### src/rtl/core/uart_line_config_encoder_unit_macros.svh
// Assertion macros used by the RTL of the line configuration encoder.
// Each macro expects a clock named clk and an active-low reset named arst_n in scope.
`ifndef UART_LINE_CONFIG_ENCODER_UNIT_MACROS_SVH
`define UART_LINE_CONFIG_ENCODER_UNIT_MACROS_SVH

// The consequent must hold in the same cycle as the antecedent.
`define ULCE_ASSERT_SAME(lbl, ante, cons) \
	lbl: assert property (@(posedge clk) disable iff (!arst_n) (ante) |-> (cons)) \
		else $error("ulce assertion failed");

// The consequent must hold in the cycle after the antecedent.
`define ULCE_ASSERT_NEXT(lbl, ante, cons) \
	lbl: assert property (@(posedge clk) disable iff (!arst_n) (ante) |=> (cons)) \
		else $error("ulce assertion failed");

`endif

### src/rtl/core/ulce_pkg.sv
package ulce_pkg;

	localparam int unsigned BAUD_W   = 24;
	localparam int unsigned FMT_W    = 8;
	localparam int unsigned DIV_W    = 16;
	localparam int unsigned LC_W     = 5;
	localparam int unsigned DIV_BITS = 21;

	// Each cell retires this many quotient bits per cycle when it is not stalled.
	localparam int unsigned CELL_STEPS  = 3;
	localparam int unsigned CHAIN_CELLS = DIV_BITS / CELL_STEPS;

	localparam logic [DIV_BITS-1:0] CLOCK_RATE = 21'd1500000;
	localparam logic [BAUD_W-1:0]   BAUD_MIN   = 24'd23;
	localparam logic [BAUD_W-1:0]   BAUD_MAX   = 24'd1500000;

	// Word length codes.
	localparam logic [2:0] WORD_8 = 3'd0;
	localparam logic [2:0] WORD_7 = 3'd1;
	localparam logic [2:0] WORD_6 = 3'd2;
	localparam logic [2:0] WORD_5 = 3'd3;

	// Parity codes.
	localparam logic [2:0] PAR_NONE = 3'd0;
	localparam logic [2:0] PAR_ODD  = 3'd1;
	localparam logic [2:0] PAR_EVEN = 3'd2;

	// Stop bit codes.
	localparam logic [1:0] STOP_1   = 2'd0;
	localparam logic [1:0] STOP_1P5 = 2'd1;
	localparam logic [1:0] STOP_2   = 2'd2;

	typedef struct packed {
		logic             ok;
		logic [LC_W-1:0]  lc;
		logic [DIV_W-1:0] div;
	} ulce_side_t;

	typedef struct packed {
		logic [DIV_BITS-1:0] rem;
		logic [DIV_BITS-1:0] quo;
		logic [DIV_BITS-1:0] den;
		ulce_side_t          side;
	} ulce_cell_t;

	function automatic logic [1:0] len_code(input logic [2:0] word);
		logic [1:0] code;
		unique case (word)
			WORD_8:  code = 2'd3;
			WORD_7:  code = 2'd2;
			WORD_6:  code = 2'd1;
			WORD_5:  code = 2'd0;
			default: code = 2'd0;
		endcase
		return code;
	endfunction

	function automatic logic [1:0] par_code(input logic [2:0] par);
		logic [1:0] code;
		unique case (par)
			PAR_NONE: code = 2'd0;
			PAR_ODD:  code = 2'd1;
			PAR_EVEN: code = 2'd3;
			default:  code = 2'd0;
		endcase
		return code;
	endfunction

	function automatic logic stop_code(input logic [1:0] stop);
		logic code;
		unique case (stop)
			STOP_1:   code = 1'b0;
			STOP_1P5: code = 1'b1;
			STOP_2:   code = 1'b1;
			default:  code = 1'b0;
		endcase
		return code;
	endfunction

endpackage

### src/rtl/core/ulce_req_if.sv
interface ulce_req_if;
	import ulce_pkg::*;

	logic              valid;
	logic              ready;
	logic [BAUD_W-1:0] baud_rate;
	logic [FMT_W-1:0]  line_format;

	modport source (output valid, output baud_rate, output line_format, input ready);
	modport sink (input valid, input baud_rate, input line_format, output ready);
endinterface

### src/rtl/core/ulce_rsp_if.sv
interface ulce_rsp_if;
	import ulce_pkg::*;

	logic                valid;
	logic                ready;
	logic                accepted;
	logic [DIV_W-1:0]    divisor;
	logic [LC_W-1:0]     line_control;
	logic [DIV_BITS-1:0] actual_baud;

	modport source (
		output valid, output accepted, output divisor, output line_control,
		output actual_baud, input ready
	);
	modport sink (
		input valid, input accepted, input divisor, input line_control,
		input actual_baud, output ready
	);
endinterface

### src/rtl/core/uart_line_config_encoder_unit.sv
// UART line configuration encoder.
// A request word on req carries a baud rate and a packed line format. The block checks
// that the baud rate lies in 23..1500000 and that the word, parity and stop codes are legal
// (1.5 stop bits only with 5-bit words). Every request produces exactly one response word
// on rsp: accepted, the 16-bit divisor 1500000/baud, the 5-bit line control value and the
// baud rate that the divisor really gives, 1500000/divisor. A rejected request answers
// with all fields zero.
// Both channels use valid/ready; a word moves at a clock edge where both are high.
// A request passes through two chains of 7 cells, each cell retiring 3 quotient bits of a
// restoring division per cycle while it is not stalled. The first chain forms the divisor,
// the second divides the clock rate by that divisor. Throughput is one word per cycle
// while rsp is ready; every cell is a pipeline stage with its own valid bit.
// When rsp stalls, words keep moving forward into empty cells, so req stays ready until
// every cell holds a word; only then does the stall reach req.
// The asynchronous reset empties all cells; no word is in flight after reset.
module uart_line_config_encoder_unit (
	input  logic       clk,
	input  logic       arst_n,
	ulce_req_if.sink   req,
	ulce_rsp_if.source rsp
);
	import ulce_pkg::*;

	`include "uart_line_config_encoder_unit_macros.svh"

	logic [2:0] word;
	logic [2:0] par;
	logic [1:0] stop;
	logic       fmt_ok;
	logic       baud_ok;

	ulce_cell_t c1_in;
	ulce_cell_t c1_out;
	ulce_cell_t c2_in;
	ulce_cell_t c2_out;
	logic       c1_valid;
	logic       c1_ready;

	// Format decode and range check happen as the request enters the first cell.
	assign word = req.line_format[2:0];
	assign par  = req.line_format[5:3];
	assign stop = req.line_format[7:6];

	assign baud_ok = (req.baud_rate >= BAUD_MIN) && (req.baud_rate <= BAUD_MAX);
	assign fmt_ok  = (word <= WORD_5) && (par <= PAR_EVEN) && (stop <= STOP_2) &&
		((stop != STOP_1P5) || (word == WORD_5));

	always_comb begin
		c1_in         = '0;
		c1_in.den     = req.baud_rate[DIV_BITS-1:0];
		c1_in.side.ok = baud_ok && fmt_ok;
		c1_in.side.lc = {par_code(par), stop_code(stop), len_code(word)};
	end

	// First chain: divisor = clock rate / baud.
	ulce_div_chain u_chain_div (
		.clk      (clk),
		.arst_n   (arst_n),
		.up_valid (req.valid),
		.up_ready (req.ready),
		.up_data  (c1_in),
		.dn_valid (c1_valid),
		.dn_ready (c1_ready),
		.dn_data  (c1_out)
	);

	// The divisor becomes the denominator of the second chain and rides along as side data.
	always_comb begin
		c2_in          = '0;
		c2_in.den      = {{(DIV_BITS - DIV_W){1'b0}}, c1_out.quo[DIV_W-1:0]};
		c2_in.side.ok  = c1_out.side.ok;
		c2_in.side.lc  = c1_out.side.lc;
		c2_in.side.div = c1_out.quo[DIV_W-1:0];
	end

	// Second chain: actual baud = clock rate / divisor.
	ulce_div_chain u_chain_act (
		.clk      (clk),
		.arst_n   (arst_n),
		.up_valid (c1_valid),
		.up_ready (c1_ready),
		.up_data  (c2_in),
		.dn_valid (rsp.valid),
		.dn_ready (rsp.ready),
		.dn_data  (c2_out)
	);

	// A rejected request reports zeros regardless of what the dividers produced.
	assign rsp.accepted     = c2_out.side.ok;
	assign rsp.divisor      = c2_out.side.ok ? c2_out.side.div : '0;
	assign rsp.line_control = c2_out.side.ok ? c2_out.side.lc : '0;
	assign rsp.actual_baud  = c2_out.side.ok ? c2_out.quo : '0;

	`ULCE_ASSERT_SAME(a_accept_nonzero, rsp.valid && rsp.accepted,
		(rsp.divisor != '0) && (rsp.actual_baud >= DIV_BITS'(BAUD_MIN)))
	`ULCE_ASSERT_SAME(a_reject_zero, rsp.valid && !rsp.accepted,
		(rsp.divisor == '0) && (rsp.line_control == '0) && (rsp.actual_baud == '0))
	`ULCE_ASSERT_SAME(a_empty_out_ready, !rsp.valid, req.ready)
endmodule

### src/rtl/core/ulce_div_cell.sv
module ulce_div_cell #(
	parameter int unsigned START = 20
) (
	input  logic                clk,
	input  logic                arst_n,
	input  logic                up_valid,
	output logic                up_ready,
	input  ulce_pkg::ulce_cell_t up_data,
	output logic                dn_valid,
	input  logic                dn_ready,
	output ulce_pkg::ulce_cell_t dn_data
);
	import ulce_pkg::*;

	// Dividend bits this cell brings down, most significant first.
	localparam logic [CELL_STEPS-1:0] DBITS = CLOCK_RATE[START -: CELL_STEPS];

	logic                valid_q;
	ulce_cell_t          data_q;
	ulce_cell_t          nxt;
	logic [DIV_BITS:0]   trial;
	logic                qbit;

	// Restoring division: shift in a dividend bit, subtract the divisor when it fits.
	always_comb begin
		nxt   = up_data;
		trial = '0;
		qbit  = 1'b0;
		for (int k = 0; k < CELL_STEPS; k++) begin
			trial = {nxt.rem, DBITS[CELL_STEPS-1-k]};
			if (trial >= {1'b0, nxt.den}) begin
				trial = trial - {1'b0, nxt.den};
				qbit  = 1'b1;
			end else begin
				qbit  = 1'b0;
			end
			nxt.rem = trial[DIV_BITS-1:0];
			nxt.quo = {nxt.quo[DIV_BITS-2:0], qbit};
		end
	end

	assign up_ready = !valid_q || dn_ready;

	always_ff @(posedge clk or negedge arst_n) begin
		if (!arst_n) begin
			valid_q <= 1'b0;
		end else if (up_ready) begin
			valid_q <= up_valid;
		end
	end

	always_ff @(posedge clk) begin
		if (up_valid && up_ready) begin
			data_q <= nxt;
		end
	end

	assign dn_valid = valid_q;
	assign dn_data  = data_q;
endmodule

### src/rtl/core/ulce_div_chain.sv
module ulce_div_chain (
	input  logic                clk,
	input  logic                arst_n,
	input  logic                up_valid,
	output logic                up_ready,
	input  ulce_pkg::ulce_cell_t up_data,
	output logic                dn_valid,
	input  logic                dn_ready,
	output ulce_pkg::ulce_cell_t dn_data
);
	import ulce_pkg::*;

	logic [CHAIN_CELLS:0] link_valid;
	logic [CHAIN_CELLS:0] link_ready;
	ulce_cell_t           link_data [CHAIN_CELLS+1];

	assign link_valid[0] = up_valid;
	assign link_data[0]  = up_data;
	assign up_ready      = link_ready[0];

	for (genvar i = 0; i < CHAIN_CELLS; i++) begin : g_cell
		ulce_div_cell #(
			.START(DIV_BITS - 1 - i * CELL_STEPS)
		) u_cell (
			.clk      (clk),
			.arst_n   (arst_n),
			.up_valid (link_valid[i]),
			.up_ready (link_ready[i]),
			.up_data  (link_data[i]),
			.dn_valid (link_valid[i+1]),
			.dn_ready (link_ready[i+1]),
			.dn_data  (link_data[i+1])
		);
	end

	assign dn_valid                = link_valid[CHAIN_CELLS];
	assign dn_data                 = link_data[CHAIN_CELLS];
	assign link_ready[CHAIN_CELLS] = dn_ready;
endmodule

### src/flat_wrapper.sv
// flat-port wrapper written by rule: the top's interface ports become plain ports
module uart_line_config_encoder_unit_flat import ulce_pkg::*;
  (clk, arst_n, req_valid, req_baud_rate, req_line_format, req_ready, rsp_valid, rsp_accepted, rsp_divisor, rsp_line_control, rsp_actual_baud, rsp_ready);
  ulce_req_if req_i ();
  ulce_rsp_if rsp_i ();
  input  logic clk;
  input  logic arst_n;
  input wire logic [$bits(req_i.valid)-1:0] req_valid;
  input wire logic [$bits(req_i.baud_rate)-1:0] req_baud_rate;
  input wire logic [$bits(req_i.line_format)-1:0] req_line_format;
  output wire logic [$bits(req_i.ready)-1:0] req_ready;
  output wire logic [$bits(rsp_i.valid)-1:0] rsp_valid;
  output wire logic [$bits(rsp_i.accepted)-1:0] rsp_accepted;
  output wire logic [$bits(rsp_i.divisor)-1:0] rsp_divisor;
  output wire logic [$bits(rsp_i.line_control)-1:0] rsp_line_control;
  output wire logic [$bits(rsp_i.actual_baud)-1:0] rsp_actual_baud;
  input wire logic [$bits(rsp_i.ready)-1:0] rsp_ready;
  assign req_i.valid = req_valid;
  assign req_i.baud_rate = req_baud_rate;
  assign req_i.line_format = req_line_format;
  assign req_ready = req_i.ready;
  assign rsp_valid = rsp_i.valid;
  assign rsp_accepted = rsp_i.accepted;
  assign rsp_divisor = rsp_i.divisor;
  assign rsp_line_control = rsp_i.line_control;
  assign rsp_actual_baud = rsp_i.actual_baud;
  assign rsp_i.ready = rsp_ready;
  uart_line_config_encoder_unit u_core (.clk(clk), .arst_n(arst_n), .req(req_i), .rsp(rsp_i));
endmodule
### config.mk
export PLATFORM = sky130hd
export DESIGN_NAME = uart_line_config_encoder_unit_flat
export DESIGN_NICKNAME = d
export VERILOG_FILES = /design/src/rtl/core/ulce_pkg.sv /design/src/rtl/core/ulce_req_if.sv /design/src/rtl/core/ulce_rsp_if.sv /design/src/rtl/core/uart_line_config_encoder_unit.sv /design/src/rtl/core/ulce_div_cell.sv /design/src/rtl/core/ulce_div_chain.sv /design/src/flat_wrapper.sv
export VERILOG_INCLUDE_DIRS = /design/src /design/src/rtl/core
export SDC_FILE = /design/constraint.sdc
export NUM_CORES = 2
export LEC_CHECK = 0
export ABC_AREA = 1
export BUFFER_PORTS_ARGS = -buffer_cell sky130_fd_sc_hd__buf_4
export CORE_MARGIN = 8
export CORE_UTILIZATION = 35
export DETAILED_ROUTE_END_ITERATION = 7
export PLACE_DENSITY = 0.56
export SYNTH_ARGS = -nofsm -noshare
export SYNTH_HDL_FRONTEND = slang
export SYNTH_SLANG_ARGS = --single-unit
### constraint.sdc
create_clock -name clk -period 9.4 [get_ports clk]
set_clock_uncertainty 0.2 [all_clocks]
set_input_delay 1.88 -clock clk [delete_from_list [all_inputs] [get_ports clk]]
set_output_delay 1.88 -clock clk [all_outputs]
set_load 0.05 [all_outputs]
==> results.md <==
* Top_reg_cell synth: edfxtp_1
* Data required time at the worst endpoint at 9630 ps
* Leading area contributor after synthesis: edfxtp_1
* Yosys cell types at about 70
* Total track usage at a little under a fifth
* Port buffer count at 80
* Max-slew headroom at approximately 30%
* Final min period at around 8600 ps
* Via density per instance at ~5
* Netlist Area Pre-Place at 66200 µm²
* Fmax at 0.117 GHz
* Yosys reg bits at 723
* Total setup buffers inserted after CTS at 0
* Commonest cells in the netlist: 2390 x nand2_1, 1017 x inv_1, 709 x edfxtp_1, 706 x ha_1, 703 x a21oi_1
* Fin Setup TNS at 0 ps
* Final setup violating endpoints at 0
* R2R Path Start: u_core.u_chain_div.g_cell[3].u_cell.dn_data[25]$_DFFE_PP_
* Slowest cell on crit path: nand2_1
* Area delta synth->final at 10.1%
* DRT Wirelength at 196 mm
* Clock transition at path regs at ~60 ps
* Max Cap Viol at 0
* H-tree depth at 3
* Worst setup EP type: flip-flop
* Core footprint at roughly 190000 µm²
* Boundary pin count at 81
* CTS tree: done
* Height of the die at between 400 and 500 µm
* 1st-pass router iterations at 6
* Run status: complete, no violations
* Top cells by area, synth: edfxtp_1 32%, nand2_1 14%, ha_1 13%
* Setup CP Type: flip-flop to flip-flop
* CP Max Fanout at 24
* Fin crit share at roughly nine tenths
* Routability Congestion at 0.936
* Sink Count at between 700 and 800
* Post-synthesis cell count at about 8700
* Yosys Warn Count at 0
* Row cnt at 159
* Final Max Tran Viols at 0
* CP top delay family: simple AND/OR/NAND/NOR gates
* Most frequent CP cell: nand2_1
* Initial core utilization at roughly a third
* Reg2reg end: u_core.u_chain_div.g_cell[4].u_cell.dn_data[66]$_DFFE_PP_
* Worst slew pin tran at approximately 1100 ps
* Hold Fails Final Rpt at 0
* Mean post-synth cell area at between 7 and 8 µm²
* Ys async rst share at about 1.9%
* Worst EP arrival at approximately 8800 ps
* 1st-iter DRT viols at 3836
* Buffer depth of the longest clock path at 3
* Unrepaired setup endpoints after global routing: false
* WHS Endpoint: u_core.u_chain_act.g_cell[3].u_cell.dn_data[52]$_DFFE_PP_
* Seq/Total Area, Yosys at around 33%
* Layout cell share with drive strength beyond 1 at ~5.6%
* Largest net degree at the start of global routing at 59
* Startpoint Class: flip-flop
* Fillers at about 19000
* CTS buffer count at 88
* DR WL/cell at 17.2 µm
* First-pass GRT wire length at 306 mm
* Dpl hpwl at ~160 mm
* Clock root buffer master: clkbuf_16
* Yosys top cell area share at between 30% and 40%
* Layout Nets at 9609
* Die X at 451 µm
* Vias in the first global route at between 50000 and 60000
* Post-DRT Antenna Nets at 0
* R2R Setup Slk at between 800 and 900 ps
* Post-synth EDFFs at 709
* CP Buf/Inv Count at 6
* Hold depth at 0
* Worst hold path type: flip-flop to flip-flop
* GRT overflow at 0
* Total number of vias at 58632
* Hold Buf Count CTS at 0
* Most numerous cell in the Yosys netlist: nand2_1
* Clock Latency Late Sink at a little over 700 ps
* Initial antenna violation count at 3
* Cells on worst reg2reg path at 42
* Die footprint at roughly 200000 µm²
* Detailed-route DRC error count at 0
* Hold_sp: u_core.u_chain_act.g_cell[2].u_cell.dn_data[49]$_DFFE_PP_
* Crit path largest cell delay at ~570 ps
repair_timing:
action | CTS | global route
gates resized for setup | 0 | 1
setup endpoints to repair | 0 | 19
endpoints found under the hold margin | 0 | 0
layer usage:
layer	share of wire, %	up-vias	track usage [%]
met5	0	-	0
met4	2.9	0	5.41
met3	4.4	263	2.16
met2	45	1265	30.9
met1	47	27264	25.0
li1	-	29840	-
state kept, by name, summed over array words and instances, names as in the netlist:
| register | flops |
|---|---|
| u_core.u_chain_act.g_cell.u_cell.dn_data | 364 |
| u_core.u_chain_div.g_cell.u_cell.dn_data | 345 |
| u_core.u_chain_act.g_cell.u_cell.dn_valid | 7 |
| u_core.u_chain_div.g_cell.u_cell.dn_valid | 7 |
placed cells by master (no fill, tap or decap), types with 150 or more instances in the layout:
cell type	n
nand2_1	2390
inv_1	1009
edfxtp_1	709
ha_1	706
a21oi_1	701
o21ai_0	644
nor2_1	531
nand3_1	401
xor2_1	298
xnor2_1	297
buf_4	150
worst max path at each step:
stage,from,end,slack [ps],cells after the start
2_1_floorplan,req_baud_rate[3],u_core.u_chain_div.g_cell[0].u_cell.dn_data[83]$_DFFE_PP_,2380,25
3_3_place_gp,u_core.u_chain_div.g_cell[3].u_cell.dn_data[34]$_DFFE_PP_,u_core.u_chain_div.g_cell[4].u_cell.dn_data[77]$_DFFE_PP_,1050,43
3_5_place_dp,u_core.u_chain_div.g_cell[3].u_cell.dn_data[34]$_DFFE_PP_,u_core.u_chain_div.g_cell[4].u_cell.dn_data[66]$_DFFE_PP_,1040,43
4_1_cts,u_core.u_chain_div.g_cell[3].u_cell.dn_data[34]$_DFFE_PP_,u_core.u_chain_div.g_cell[4].u_cell.dn_data[66]$_DFFE_PP_,910,43
5_1_grt,u_core.u_chain_div.g_cell[3].u_cell.dn_data[25]$_DFFE_PP_,u_core.u_chain_div.g_cell[4].u_cell.dn_data[74]$_DFFE_PP_,20,41
6_report,u_core.u_chain_div.g_cell[3].u_cell.dn_data[25]$_DFFE_PP_,u_core.u_chain_div.g_cell[4].u_cell.dn_data[66]$_DFFE_PP_,840,42
final cells by class:
cell class,count,area [µm²],share of cell area (%)
antenna,2,5.00,0.00686
clock buffer,99,2270,3.12
clock inverter,63,751,1.03
inverter,1048,3940,5.40
multi-input combinational,6830,40000,54.8
sequential,723,21600,29.7
tap,2495,3120,4.28
timing repair buffer,154,1210,1.65
through the flow:
step           instances  cell area (µm²)  setup WS (ps)  hold slack, ps  utilization [%]
6_report           11414            72900            841             203             38.8
5_1_grt            11414            72900           20.3             209             38.8
4_1_cts            11412            72900            910             200             38.8
3_5_place_dp       11250            69900           1040             205             37.2
3_3_place_gp       11250            69900           1050             203             37.2
2_1_floorplan       8736            66300           2380             200                -
logic make-up (layout without fill, tap and decap cells):
kind of cell,count (synthesis),after routing,share of synthesized area [%]
and+or+nand+nor,3775,3775,24.2
AOI/OAI and AO/OA,1717,1717,14.1
buffers and inverters,1183,1364,7.09
adders and majority gates,728,728,14.0
DFF,723,723,32.7
xor gates and xnor gates,595,595,7.87
other,1,17,0.00566
Power is left out: the tool's default activity adds up to more than one toggle a clock period on the data nets, which glitch-free logic cannot reach.
